[config.mk]
export PLATFORM = sky130hd
export DESIGN_NAME = tcw_front
export DESIGN_NICKNAME = d
export VERILOG_FILES = /design/src/sv/tcw_pkg.sv /design/src/sv/tcw_front.sv
export SDC_FILE = /design/constraint.sdc
export NUM_CORES = 1
export LEC_CHECK = 0
export BUFFER_PORTS_ARGS = -buffer_cell sky130_fd_sc_hd__buf_2
export CAP_MARGIN = 10
export CORE_UTILIZATION = 47
export DETAILED_ROUTE_END_ITERATION = 10
export PLACE_DENSITY = 0.75
export SYNTH_ARGS = -nofsm -noshare
export SYNTH_HDL_FRONTEND = slang
export SYNTH_SLANG_ARGS = --single-unit
[constraint.sdc]
create_clock -name clk -period 2.75 [get_ports clk]
set_clock_uncertainty 0.15 [all_clocks]
set_input_delay 0.55 -clock clk [delete_from_list [all_inputs] [get_ports clk]]
set_output_delay 0.55 -clock clk [all_outputs]
set_load 0.01 [all_outputs]
[src/sv/tcw_pkg.sv]
// Shared types, codes and sizing constants for the text console writer.
// No dependencies; tcw_front, tcw_back and the top level import this package.
package tcw_pkg;

	localparam int COLUMNS     = 80;
	localparam int ROWS        = 25;
	localparam int CELL_COUNT  = COLUMNS * ROWS;
	localparam int ADDR_W      = $clog2(CELL_COUNT);
	localparam int COL_W       = $clog2(COLUMNS);
	localparam int ROW_W       = $clog2(ROWS);
	localparam int POS_W       = 11;
	localparam int IDX_W       = 11;
	localparam int CELL_W      = 16;
	localparam int ATTR_W      = 8;
	localparam int CHAR_W      = 8;
	localparam int QDEPTH      = 2;
	localparam int QPTR_W      = $clog2(QDEPTH);

	localparam logic [CHAR_W-1:0] CH_NEWLINE   = 8'd10;
	localparam logic [CHAR_W-1:0] CH_RETURN    = 8'd13;
	localparam logic [CHAR_W-1:0] CH_BACKSPACE = 8'd8;
	localparam logic [CHAR_W-1:0] CH_SPACE     = 8'd32;
	localparam logic [ATTR_W-1:0] RESET_ATTR   = 8'h07;

	localparam logic [ADDR_W-1:0] LAST_ROW_POS = ADDR_W'((ROWS - 1) * COLUMNS);

	typedef enum logic [1:0] {
		REQ_PUT    = 2'd0,
		REQ_CLEAR  = 2'd1,
		REQ_READ   = 2'd2,
		REQ_UNUSED = 2'd3
	} req_type_t;

	typedef enum logic [2:0] {
		CMD_NONE,
		CMD_PUT,
		CMD_NEWLINE,
		CMD_RETURN,
		CMD_BACKSPACE,
		CMD_CLEAR,
		CMD_READ
	} cmd_kind_t;

	typedef struct packed {
		cmd_kind_t         kind;
		logic [CHAR_W-1:0] ch;
		logic [ADDR_W-1:0] idx;
	} cmd_t;

	typedef struct packed {
		logic valid;
		cmd_t cmd;
	} q_head_t;

	typedef struct packed {
		logic              strobe;
		logic [POS_W-1:0]  cursor_pos;
		logic [CELL_W-1:0] cell_word;
		logic              scrolled;
	} result_t;

	typedef enum logic [2:0] {
		ST_IDLE,
		ST_READ_WAIT,
		ST_SCROLL_COPY,
		ST_SCROLL_DRAIN,
		ST_SCROLL_BLANK,
		ST_SWEEP
	} state_t;

endpackage

[src/sv/tcw_front.sv]
// Front end of the console writer: accepts requests, classifies them into
// commands and holds them in a short queue. Depends on tcw_pkg.
module tcw_front (
	input  logic               clk,
	input  logic               arst_n,
	input  logic               start,
	input  logic [1:0]         req_type,
	input  logic [7:0]         char_code,
	input  logic [10:0]        cell_index,
	input  logic               hold,
	output logic               busy,
	output tcw_pkg::q_head_t   head,
	input  logic               pop
);

	import tcw_pkg::*;

	cmd_t              cmd_in;
	cmd_t              entry_q [QDEPTH];
	logic [QPTR_W-1:0] wptr_q;
	logic [QPTR_W-1:0] rptr_q;
	logic [QPTR_W:0]   count_q;
	logic              push;
	logic              in_range;

	assign in_range = 32'(cell_index) < CELL_COUNT;

	always_comb begin
		cmd_in.ch   = char_code;
		cmd_in.idx  = ADDR_W'(cell_index);
		cmd_in.kind = CMD_NONE;
		unique case (req_type_t'(req_type))
			REQ_PUT: begin
				unique case (char_code)
					CH_NEWLINE:   cmd_in.kind = CMD_NEWLINE;
					CH_RETURN:    cmd_in.kind = CMD_RETURN;
					CH_BACKSPACE: cmd_in.kind = CMD_BACKSPACE;
					default:      cmd_in.kind = CMD_PUT;
				endcase
			end
			REQ_CLEAR:  cmd_in.kind = CMD_CLEAR;
			REQ_READ:   cmd_in.kind = in_range ? CMD_READ : CMD_NONE;
			REQ_UNUSED: cmd_in.kind = CMD_NONE;
		endcase
	end

	assign busy       = (count_q == (QPTR_W + 1)'(QDEPTH)) || hold;
	assign push       = start && !busy;
	assign head.valid = count_q != '0;
	assign head.cmd   = entry_q[rptr_q];

	always_ff @(posedge clk) begin
		if (push) begin
			entry_q[wptr_q] <= cmd_in;
		end
	end

	always_ff @(posedge clk or negedge arst_n) begin
		if (!arst_n) begin
			wptr_q  <= '0;
			rptr_q  <= '0;
			count_q <= '0;
		end else begin
			if (push) begin
				wptr_q <= (wptr_q == QPTR_W'(QDEPTH - 1)) ? '0 : wptr_q + 1'b1;
			end
			if (pop) begin
				rptr_q <= (rptr_q == QPTR_W'(QDEPTH - 1)) ? '0 : rptr_q + 1'b1;
			end
			unique case ({push, pop})
				2'b10:   count_q <= count_q + 1'b1;
				2'b01:   count_q <= count_q - 1'b1;
				default: count_q <= count_q;
			endcase
		end
	end

endmodule

=== After elaboration in Yosys (flattened, before gate mapping) ===
Memories as Yosys holds them, arrays and structs flattened.
Index checks and enable logic that the tools add are counted.

* Input port bits: 26
* Output and inout port bits: 24
* Register bits: 4
* Logic and storage cells: 32
* Memory bits (writable): 44
* Memories kept: 1

{| class="wikitable"
|+ Memories
! memory !! words !! bits a word !! rd ports !! clocked after memory_dff !! wr ports !! RTL line !! source
|-
| entry_q || 2 || 22 || 1 || 0 || 1 || tcw_front.sv:19 || <nowiki>cmd_t entry_q [QDEPTH];</nowiki>
|}

* Order comparisons: 1
* Reductions and logical operators: 6
* Equality and inequality tests: 9
* Multiplexer cells: 8
* Add/sub/neg operators: 4

{| class="wikitable"
|+ Operators with widths
! cell !! number
|-
| $eq A8 B4 Y1 const B || 3
|-
| $pmux W3 S4 || 1
|-
| $lt A11 B11 Y1 const B || 1
|-
| $pmux W3 S3 || 1
|-
| $eq A2 B2 Y1 const B || 4
|-
| $eq A2 B1 Y1 const B || 2
|-
| $mux W1 || 4
|-
| $pmux W2 S2 || 1
|-
| $reduce_bool A2 Y1 || 2
|-
| $mux W3 || 1
|-
| $add A1 B1 Y1 const B || 2
|-
| $add A2 B1 Y2 const B || 1
|-
| $logic_not A2 Y1 || 1
|-
| $sub A2 B1 Y2 const B || 1
|-
| $logic_and A1 B1 Y1 || 1
|-
| $logic_not A1 Y1 || 1
|-
| $logic_or A1 B1 Y1 || 1
|}

=== Depth between registers and ports, before layout ===
Gate-level depths: netlist of run 1.

* Depth after elaboration: 6
* Depth in mapped cells: 6
* Mapped depth without buffers: 6

=== Worst setup path before layout of run 1 ===
No wires, ideal clock.

* Kind: input port to flip-flop
* From: input hold
* To: memory entry_q[1][0] (netlist bit) (enable)
* Stages: 3
* Slack: 511 ps
* Data arrival time: 1688 ps
* Required time: 2199 ps
* Buffers on the path: 0
* Library setup time: 401 ps
* Cells stage by stage: inv_1 -> o211ai_2 -> nor2_1

* Cells in the longest elaborated chain, start to end: 5

{| class="wikitable"
|+ RTL lines
! item !! RTL line !! source
|-
| start, declared || tcw_front.sv:10 || <nowiki>input logic hold,</nowiki>
|-
| $logic_or A1 B1 Y1 || tcw_front.sv:47 || <nowiki>assign busy = (count_q == (QPTR_W + 1)'(QDEPTH)) || hold;</nowiki>
|-
| $logic_not A1 Y1 || tcw_front.sv:48 || <nowiki>assign push = start && !busy;</nowiki>
|-
| $logic_and A1 B1 Y1 || tcw_front.sv:48 ||
|-
| $mux W1 || tcw_front.sv:53 || <nowiki>if (push) begin</nowiki>
|-
| $mux W1 (not written as such) || tcw_front.sv:54 || <nowiki>entry_q[wptr_q] <= cmd_in;</nowiki>
|-
| end, declared || tcw_front.sv:19 ||
|}

Every way passes these cells.

==> qor.log, run 1 <==
INFO  outcome        run_status=completed
INFO  finish         utilization=0.598
INFO  synth          synthesis.area_per_instance=19.0µm²
INFO  synth          netlist-cell-type-count=23
INFO  timing         max_freq=0.435GHz
INFO  synth          count_of_mapped_cells_out_of_synthesis=104
INFO  setup_path     setup.worst_path.end_class=output port
INFO  synth          ys.flop_type=edfxtp_1
INFO  min_path       timing.hold.worst.start=cell_index[2]
INFO  timing         worst_slew_pin_slew=379ps
INFO  timing         slew_headroom=0.747
INFO  clocking       clockRootBuffer=clkbuf_8
INFO  setup_path     reg2reg_depth=4
INFO  die            die_area=4460µm²
INFO  global_route   grt_pass1_wl=5090µm
INFO  finish         insertedDiodeCount=0
INFO  drt            detail_route.vias_per_cell=5.07
INFO  die            effective_utilization_at_floorplan=0.490
INFO  die            chipWidth=66.8µm
INFO  pwr            irDropWorstVdd=586µV
INFO  placed_design  globalplace.congestion=0.746
INFO  synth          synth_nets=131
INFO  setup_path     critPathMaxFanout=20
INFO  drt            wl_per_cell=15.2µm
INFO  timing         setup_viol=0
INFO  finish         post_route_cells_drive_above_1_share=0.515
INFO  synth          synth_sequential_area_ratio=0.720
INFO  global_route   grt_use_total=0.164
INFO  setup_path     reg2reg_slack=1110ps
INFO  synth          muxShareOfSynthArea=0.162
INFO  synth          yosys.area.top_type=edfxtp_1
INFO  global_route   via_count_of_the_first_global_routing_pass=1103
INFO  drt            drt_iter0_markers=41
INFO  clocking       clock_tree_from_tritoncts=built
INFO  flow_run       cap_viol_max_count=0
INFO  timing         finalCriticalPeriod=2300ps
INFO  die            core_outline_area=4030µm²
INFO  placed_design  portBuffers=49
INFO  synth          synth_compound_area_frac=0.0330
INFO  drt            postRouteWirelength=3240µm
INFO  timing         report.final.hold_viol_count=0
INFO  timing         hold_slack=288ps
INFO  min_path       holdPathStages=1
INFO  synth          synth_seq_cells=48
INFO  clocking       cts-htree-levels=2
INFO  min_path       holdPathEnd=entry_q[1][2]
INFO  clocking       tritoncts_num_sinks=48
INFO  synth          synth_simple_gate_area_frac=0.0361
INFO  setup_path     setup.worst_path.start_class=flop
INFO  global_route   grt_antenna_before_repair=0
INFO  placed_design  dp.final_hpwl=2280µm
INFO  global_route   maximum_number_of_pins_on_one_net_before_global_route_repair=23
INFO  pwr            pwr_density_cell=889nW/µm²
INFO  die            core.rowCount=23
INFO  synth          synth_xor_xnor_area_share=0.0222
INFO  finish         area.growth.synth_to_final=22.0%
INFO  synth          yosys_warnings=0
INFO  synth          ys_top_cells_by_area=edfxtp_1 67%, mux2_4 14%, dfrtp_1 5.1%, xnor2_1 1.8%, mux2_1 1.7%
INFO  setup_path     reg2reg_from=count_q[0]
INFO  drt            dr_total_vias=1080
INFO  timing         finalCritPeriodShare=0.837
INFO  pwr            total_leakage_power=0.969nW
INFO  clocking       numCtsBuffers=5
INFO  global_route   gr-total-overflow=0
INFO  clocking       worstSkewPairLatency=290ps
INFO  synth          ys_async_sr_fraction=0.0833
INFO  setup_path     worstPathRequired=2050ps
INFO  finish         fin_area=2410µm²
INFO  clocking       path_clk_slew=80ps
INFO  timing         final_tns_setup=0ps
INFO  synth          ys_top_cells_by_count=44 x edfxtp_1, 19 x mux2_4, 6 x nor2_1
INFO  synth          synth_edf_count=44
INFO  clocking       post_cts_resize_count=0
INFO  synth          yosys.cell_count.top_type=edfxtp_1
INFO  finish         nets_finish=189
INFO  timing         timing.final.max_slew_violations=0
INFO  drt            firstDrtPassIters=4
INFO  synth          largest_family_of_logic_cells_by_synthesized_area=multiplexers
INFO  setup_path     timing.critical_path.arrival=1600ps
INFO  die            ios=50
INFO  die            fp.dieH=66.8µm
INFO  setup_path     timing.setup.critical_path_class=reg2out
INFO  timing         grt_setup_unrepaired=false
INFO  placed_design  detailed_place.area=2290µm²
INFO  synth          share_of_synthesized_cell_area_in_full_adder_half_adder_and_majority_cells=0.00634
INFO  pwr            totalPowerFinal=2.14mW
INFO  finish         num-fill-cells=334
INFO  setup_path     r2r_end=count_q[1]
INFO  min_path       hold_path_class=in2reg
INFO  synth          netlist.area_leader.share=0.669
INFO  drt            drtAntennaViolNets=0
INFO  synth          synth_area=1970µm²
INFO  clocking       clockBufferDepth=2
INFO  drt            drc_errors=0
layer usage:
| metal | vias up | wire length [µm] | track usage |
|---|---|---|---|
| met5 | - | 0 | 0 |
| met2 | 48 | 1720 | 0.292 |
| met4 | 0 | 25 | 0.0479 |
| li1 | 509 | - | - |
| met3 | 2 | 269 | 0.0668 |
| met1 | 521 | 1220 | 0.177 |
state kept, by name, summed over array words and instances (netlist names):
signal,cells
entry_q,44
count_q,2
rptr_q,1
wptr_q,1
report_power, final:
group / internal (mW) / switching [mW]
sequential: 0.920 / 0.0545
clock: 0.269 / 0.221
combinational: 0.351 / 0.326
total: 1.54 / 0.602
worst max-delay path, stage by stage, from the launching register on:
cell,delay [ps]
dfrtp_1,430
buf_4,380
mux2_4,340
buf_2,140
logic make-up (layout without fill, tap and decap cells):
| family | count (synthesis) | after routing |
|---|---|---|
| buf+inv | 7 | 66 |
| compound gates | 9 | 9 |
| flops | 48 | 48 |
| simple gates | 12 | 12 |
| fa+ha+maj | 1 | 1 |
| xor+xnor | 5 | 5 |
| mux | 22 | 22 |
worst max path at each step:
stage                     startpoint            end  slack [ps]  cells after the start
after floorplan                 hold  entry_q[1][0]         510                      3
after global placement        rptr_q       head[21]         790                      3
final                         rptr_q       head[16]         450                      3
after global routing          rptr_q       head[21]         350                      3
after detailed placement      rptr_q       head[21]         760                      3
after CTS                     rptr_q       head[21]         420                      3
area by class of cell:
class	count	area, µm²	share of cell area
Sequential cell	48	1420	0.590
Multi-Input combinational cell	49	517	0.215
Timing Repair Buffer	53	278	0.115
Clock buffer	5	68.8	0.0286
Tap cell	50	62.6	0.0260
Clock inverter	3	42.5	0.0177
Inverter	5	18.8	0.00779
cell usage in the layout, fill, tap and decap left out:
master / count
a21oi_1: 1
a22oi_1: 1
a41oi_1: 1
and3b_1: 1
buf_2: 49
buf_4: 3
bufinv_16: 1
clkbuf_8: 5
clkinv_2: 1
clkinvlp_4: 1
dfrtp_1: 4
dlygate4sd3_1: 1
edfxtp_1: 44
ha_1: 1
inv_1: 5
mux2_1: 3
mux2_4: 19
nand3_1: 1
nand4b_1: 1
nor2_1: 4
nor2_2: 2
nor3b_1: 1
nor3b_2: 1
o2111ai_1: 1
o211ai_1: 1
o211ai_2: 1
o21ai_0: 3
or2_2: 1
xnor2_1: 4
xor2_1: 1
what timing repair did:
item                                   4_1_cts  5_1_grt
endpoints found under the hold margin        4        0
buffers inserted                             0        0
hold buffers                                 1        0
per-stage QoR:
| step | setup slack [ps] | std cells |
|---|---|---|
| after floorplan | 511 | 104 |
| after global placement | 794 | 204 |
| after detailed placement | 755 | 204 |
| after CTS | 416 | 213 |
| after global routing | 348 | 213 |
| final | 449 | 213 |
Power figures use the tool's default switching activity.
==> inputs of run 2 (changes only) <==
PLACE_DENSITY = 0.78   (was 0.75)
clock period = 1.94 ns   (was 2.75 ns; I/O delays follow)
==> run 2 against run 1 <==
Against the previous run:
- clock power grew 39%
- clock-buffer cell count increased by 1
- sequential cell count unchanged
- sequential power up 44%
- combinational power increased by 95%
- routed wire length grew 5.2%
- largest cell class unchanged
- critical endpoint is now head[14]
- final cell count grew 0.94%
- global-route usage up 0.087 points
- core utilization is 5.1 points higher
- non-clock buffer count up 2
==> qor.log, run 2 (synthesis results as in run 1) <==
INFO  timing         setup_slack=19.7ps
INFO  pwr            irDropWorstVdd=871µV
INFO  timing         finalCritPeriodShare=0.990
INFO  setup_path     setup.worst_path.end_class=output port
INFO  finish         post_route_cells_drive_above_1_share=0.539
INFO  placed_design  globalplace.congestion=0.697
INFO  setup_path     setup.worst_path.start_class=flop
INFO  die            core_outline_area=4030µm²
INFO  min_path       hold_path_class=in2reg
INFO  placed_design  number_of_placed_cells_counting_well_taps=204
INFO  clocking       clockBufferDepth=2
INFO  finish         num-fill-cells=288
INFO  drt            postRouteWirelength=3410µm
INFO  die            ios=50
INFO  global_route   via_count_of_the_first_global_routing_pass=1059
INFO  clocking       numCtsBuffers=5
INFO  finish         largestRegisters=entry_q (44), count_q (2)
INFO  drt            detail_route.vias_per_cell=5.09
INFO  global_route   grt_use_total=0.165
INFO  die            chipWidth=66.8µm
INFO  timing         timing.final.max_slew_violations=0
INFO  pwr            totalPowerFinal=3.40mW
INFO  finish         final_std_cells_w_o_fill=215
INFO  drt            drt_iter0_markers=44
INFO  drt            drc_errors=0
INFO  finish         area.growth.synth_to_final=32.4%
INFO  finish         nets_finish=191
INFO  setup_path     timing.critical_path.arrival=1380ps
INFO  outcome        run_status=completed
INFO  clocking       path_clk_slew=80ps
INFO  timing         max_freq=0.521GHz
INFO  timing         report.final.hold_viol_count=0
INFO  finish         largest_register_by_flop_count=entry_q
INFO  pwr            total_leakage_power=1.05nW
INFO  global_route   gr-total-overflow=0
INFO  finish         most-common-layout-cells=44 x edfxtp_1, 29 x buf_2, 22 x mux2_4
INFO  setup_path     timing.setup.critical_path_class=reg2out
INFO  drt            wl_per_cell=15.8µm
INFO  clocking       tritoncts_num_sinks=48
INFO  finish         layout.cells.most_common=edfxtp_1
INFO  global_route   grt_pass1_wl=5040µm
INFO  timing         setup_viol=0
INFO  placed_design  dp.final_hpwl=2220µm
INFO  clocking       clock_tree_from_tritoncts=built
INFO  global_route   grt_antenna_before_repair=0
INFO  finish         max_ffs_per_register=44
INFO  finish         insertedDiodeCount=0
INFO  drt            firstDrtPassIters=4
INFO  timing         slew_headroom=0.786
INFO  drt            dr_total_vias=1095
INFO  die            fp.dieH=66.8µm
INFO  setup_path     critPathMaxFanout=11
INFO  pwr            pwr_density_cell=1300nW/µm²
INFO  clocking       clockRootBuffer=clkbuf_8
INFO  placed_design  preCtsSetupSlack=305ps
INFO  die            core.rowCount=23
INFO  timing         worst_slew_pin_slew=319ps
INFO  flow_run       cap_viol_max_count=0
INFO  timing         finalCriticalPeriod=1920ps
INFO  placed_design  portBuffers=49
INFO  drt            drtAntennaViolNets=0
INFO  die            effective_utilization_at_floorplan=0.490
INFO  clocking       worstSkewPairLatency=290ps
INFO  clocking       cts-htree-levels=2
INFO  die            die_area=4460µm²
INFO  timing         grt_setup_unrepaired=true
INFO  global_route   maximum_number_of_pins_on_one_net_before_global_route_repair=23
INFO  setup_path     worstPathRequired=1400ps
run 2: cell types whose count changed in the layout (fill, tap and decap cells not counted), sizes merged:
cell / change
buf: +2
clkbuf: +1
clkinvlp: -1
run 2: final cells by class:
class,count,area (µm²),area share
Sequential cell,48,1420,0.544
Inverter,5,18.8,0.00718
Clock inverter,2,35.0,0.0134
Timing Repair Buffer,55,475,0.182
Multi-Input combinational cell,49,528,0.202
Tap cell,50,62.6,0.0239
Clock buffer,6,72.6,0.0278
run 2: what timing repair did:
action,in CTS,in global routing
gates cloned,1,0
pin swaps,0,0
hold buffers,1,0
hold endpoints to repair,4,0
resized for setup,2,23
buffers inserted,1,0
setup endpoints to repair,14,22
run 2: path summary, 6_finish.rpt:
| kind | from | to | slack (ps) | depth (start not counted) |
|---|---|---|---|---|
| max in group asynchronous | arst_n | rptr_q | 1240 | 2 |
| max reg2reg | count_q[0] | count_q[1] | 350 | 4 |
| max | rptr_q | head[14] | 20 | 3 |
| min reg2reg | wptr_q | wptr_q | 430 | 1 |
| min in group asynchronous | arst_n | count_q[1] | 270 | 2 |
| min | cell_index[3] | entry_q[1][3] | 130 | 1 |
run 2: power by group:
part	leakage, nW	total, mW	internal, mW	switching (mW)
Combinational	0.549	1.32	0.798	0.526
Clock	0.0552	0.682	0.382	0.300
Sequential	0.448	1.40	1.31	0.0918
Total	1.05	3.40	2.49	0.918
run 2: stage by stage:
stage               hold slack (ps)  instance area, µm²  setup TNS, ps   util
floorplan                     -57.6                1970          -6450      -
global placement               43.3                2320              0  0.577
detailed placement             46.5                2320              0  0.577
CTS                             124                2480              0  0.615
global route                    125                2620          -97.4  0.649
finish                          134                2620              0  0.649
run 2: worst max-delay path, stage by stage, from the launching register on:
cell and delay [ps]:
dfrtp_2 470, buf_12 180, mux2_4 310, buf_6 130
run 2: routing by layer:
layer  GRT usage  routed length, µm  up-vias
li1            -                  -      522
met1       0.178               1290      536
met2       0.287               1870       32
met3      0.0548                203        5
met4      0.0798                 44        0
met5           0                  0        -
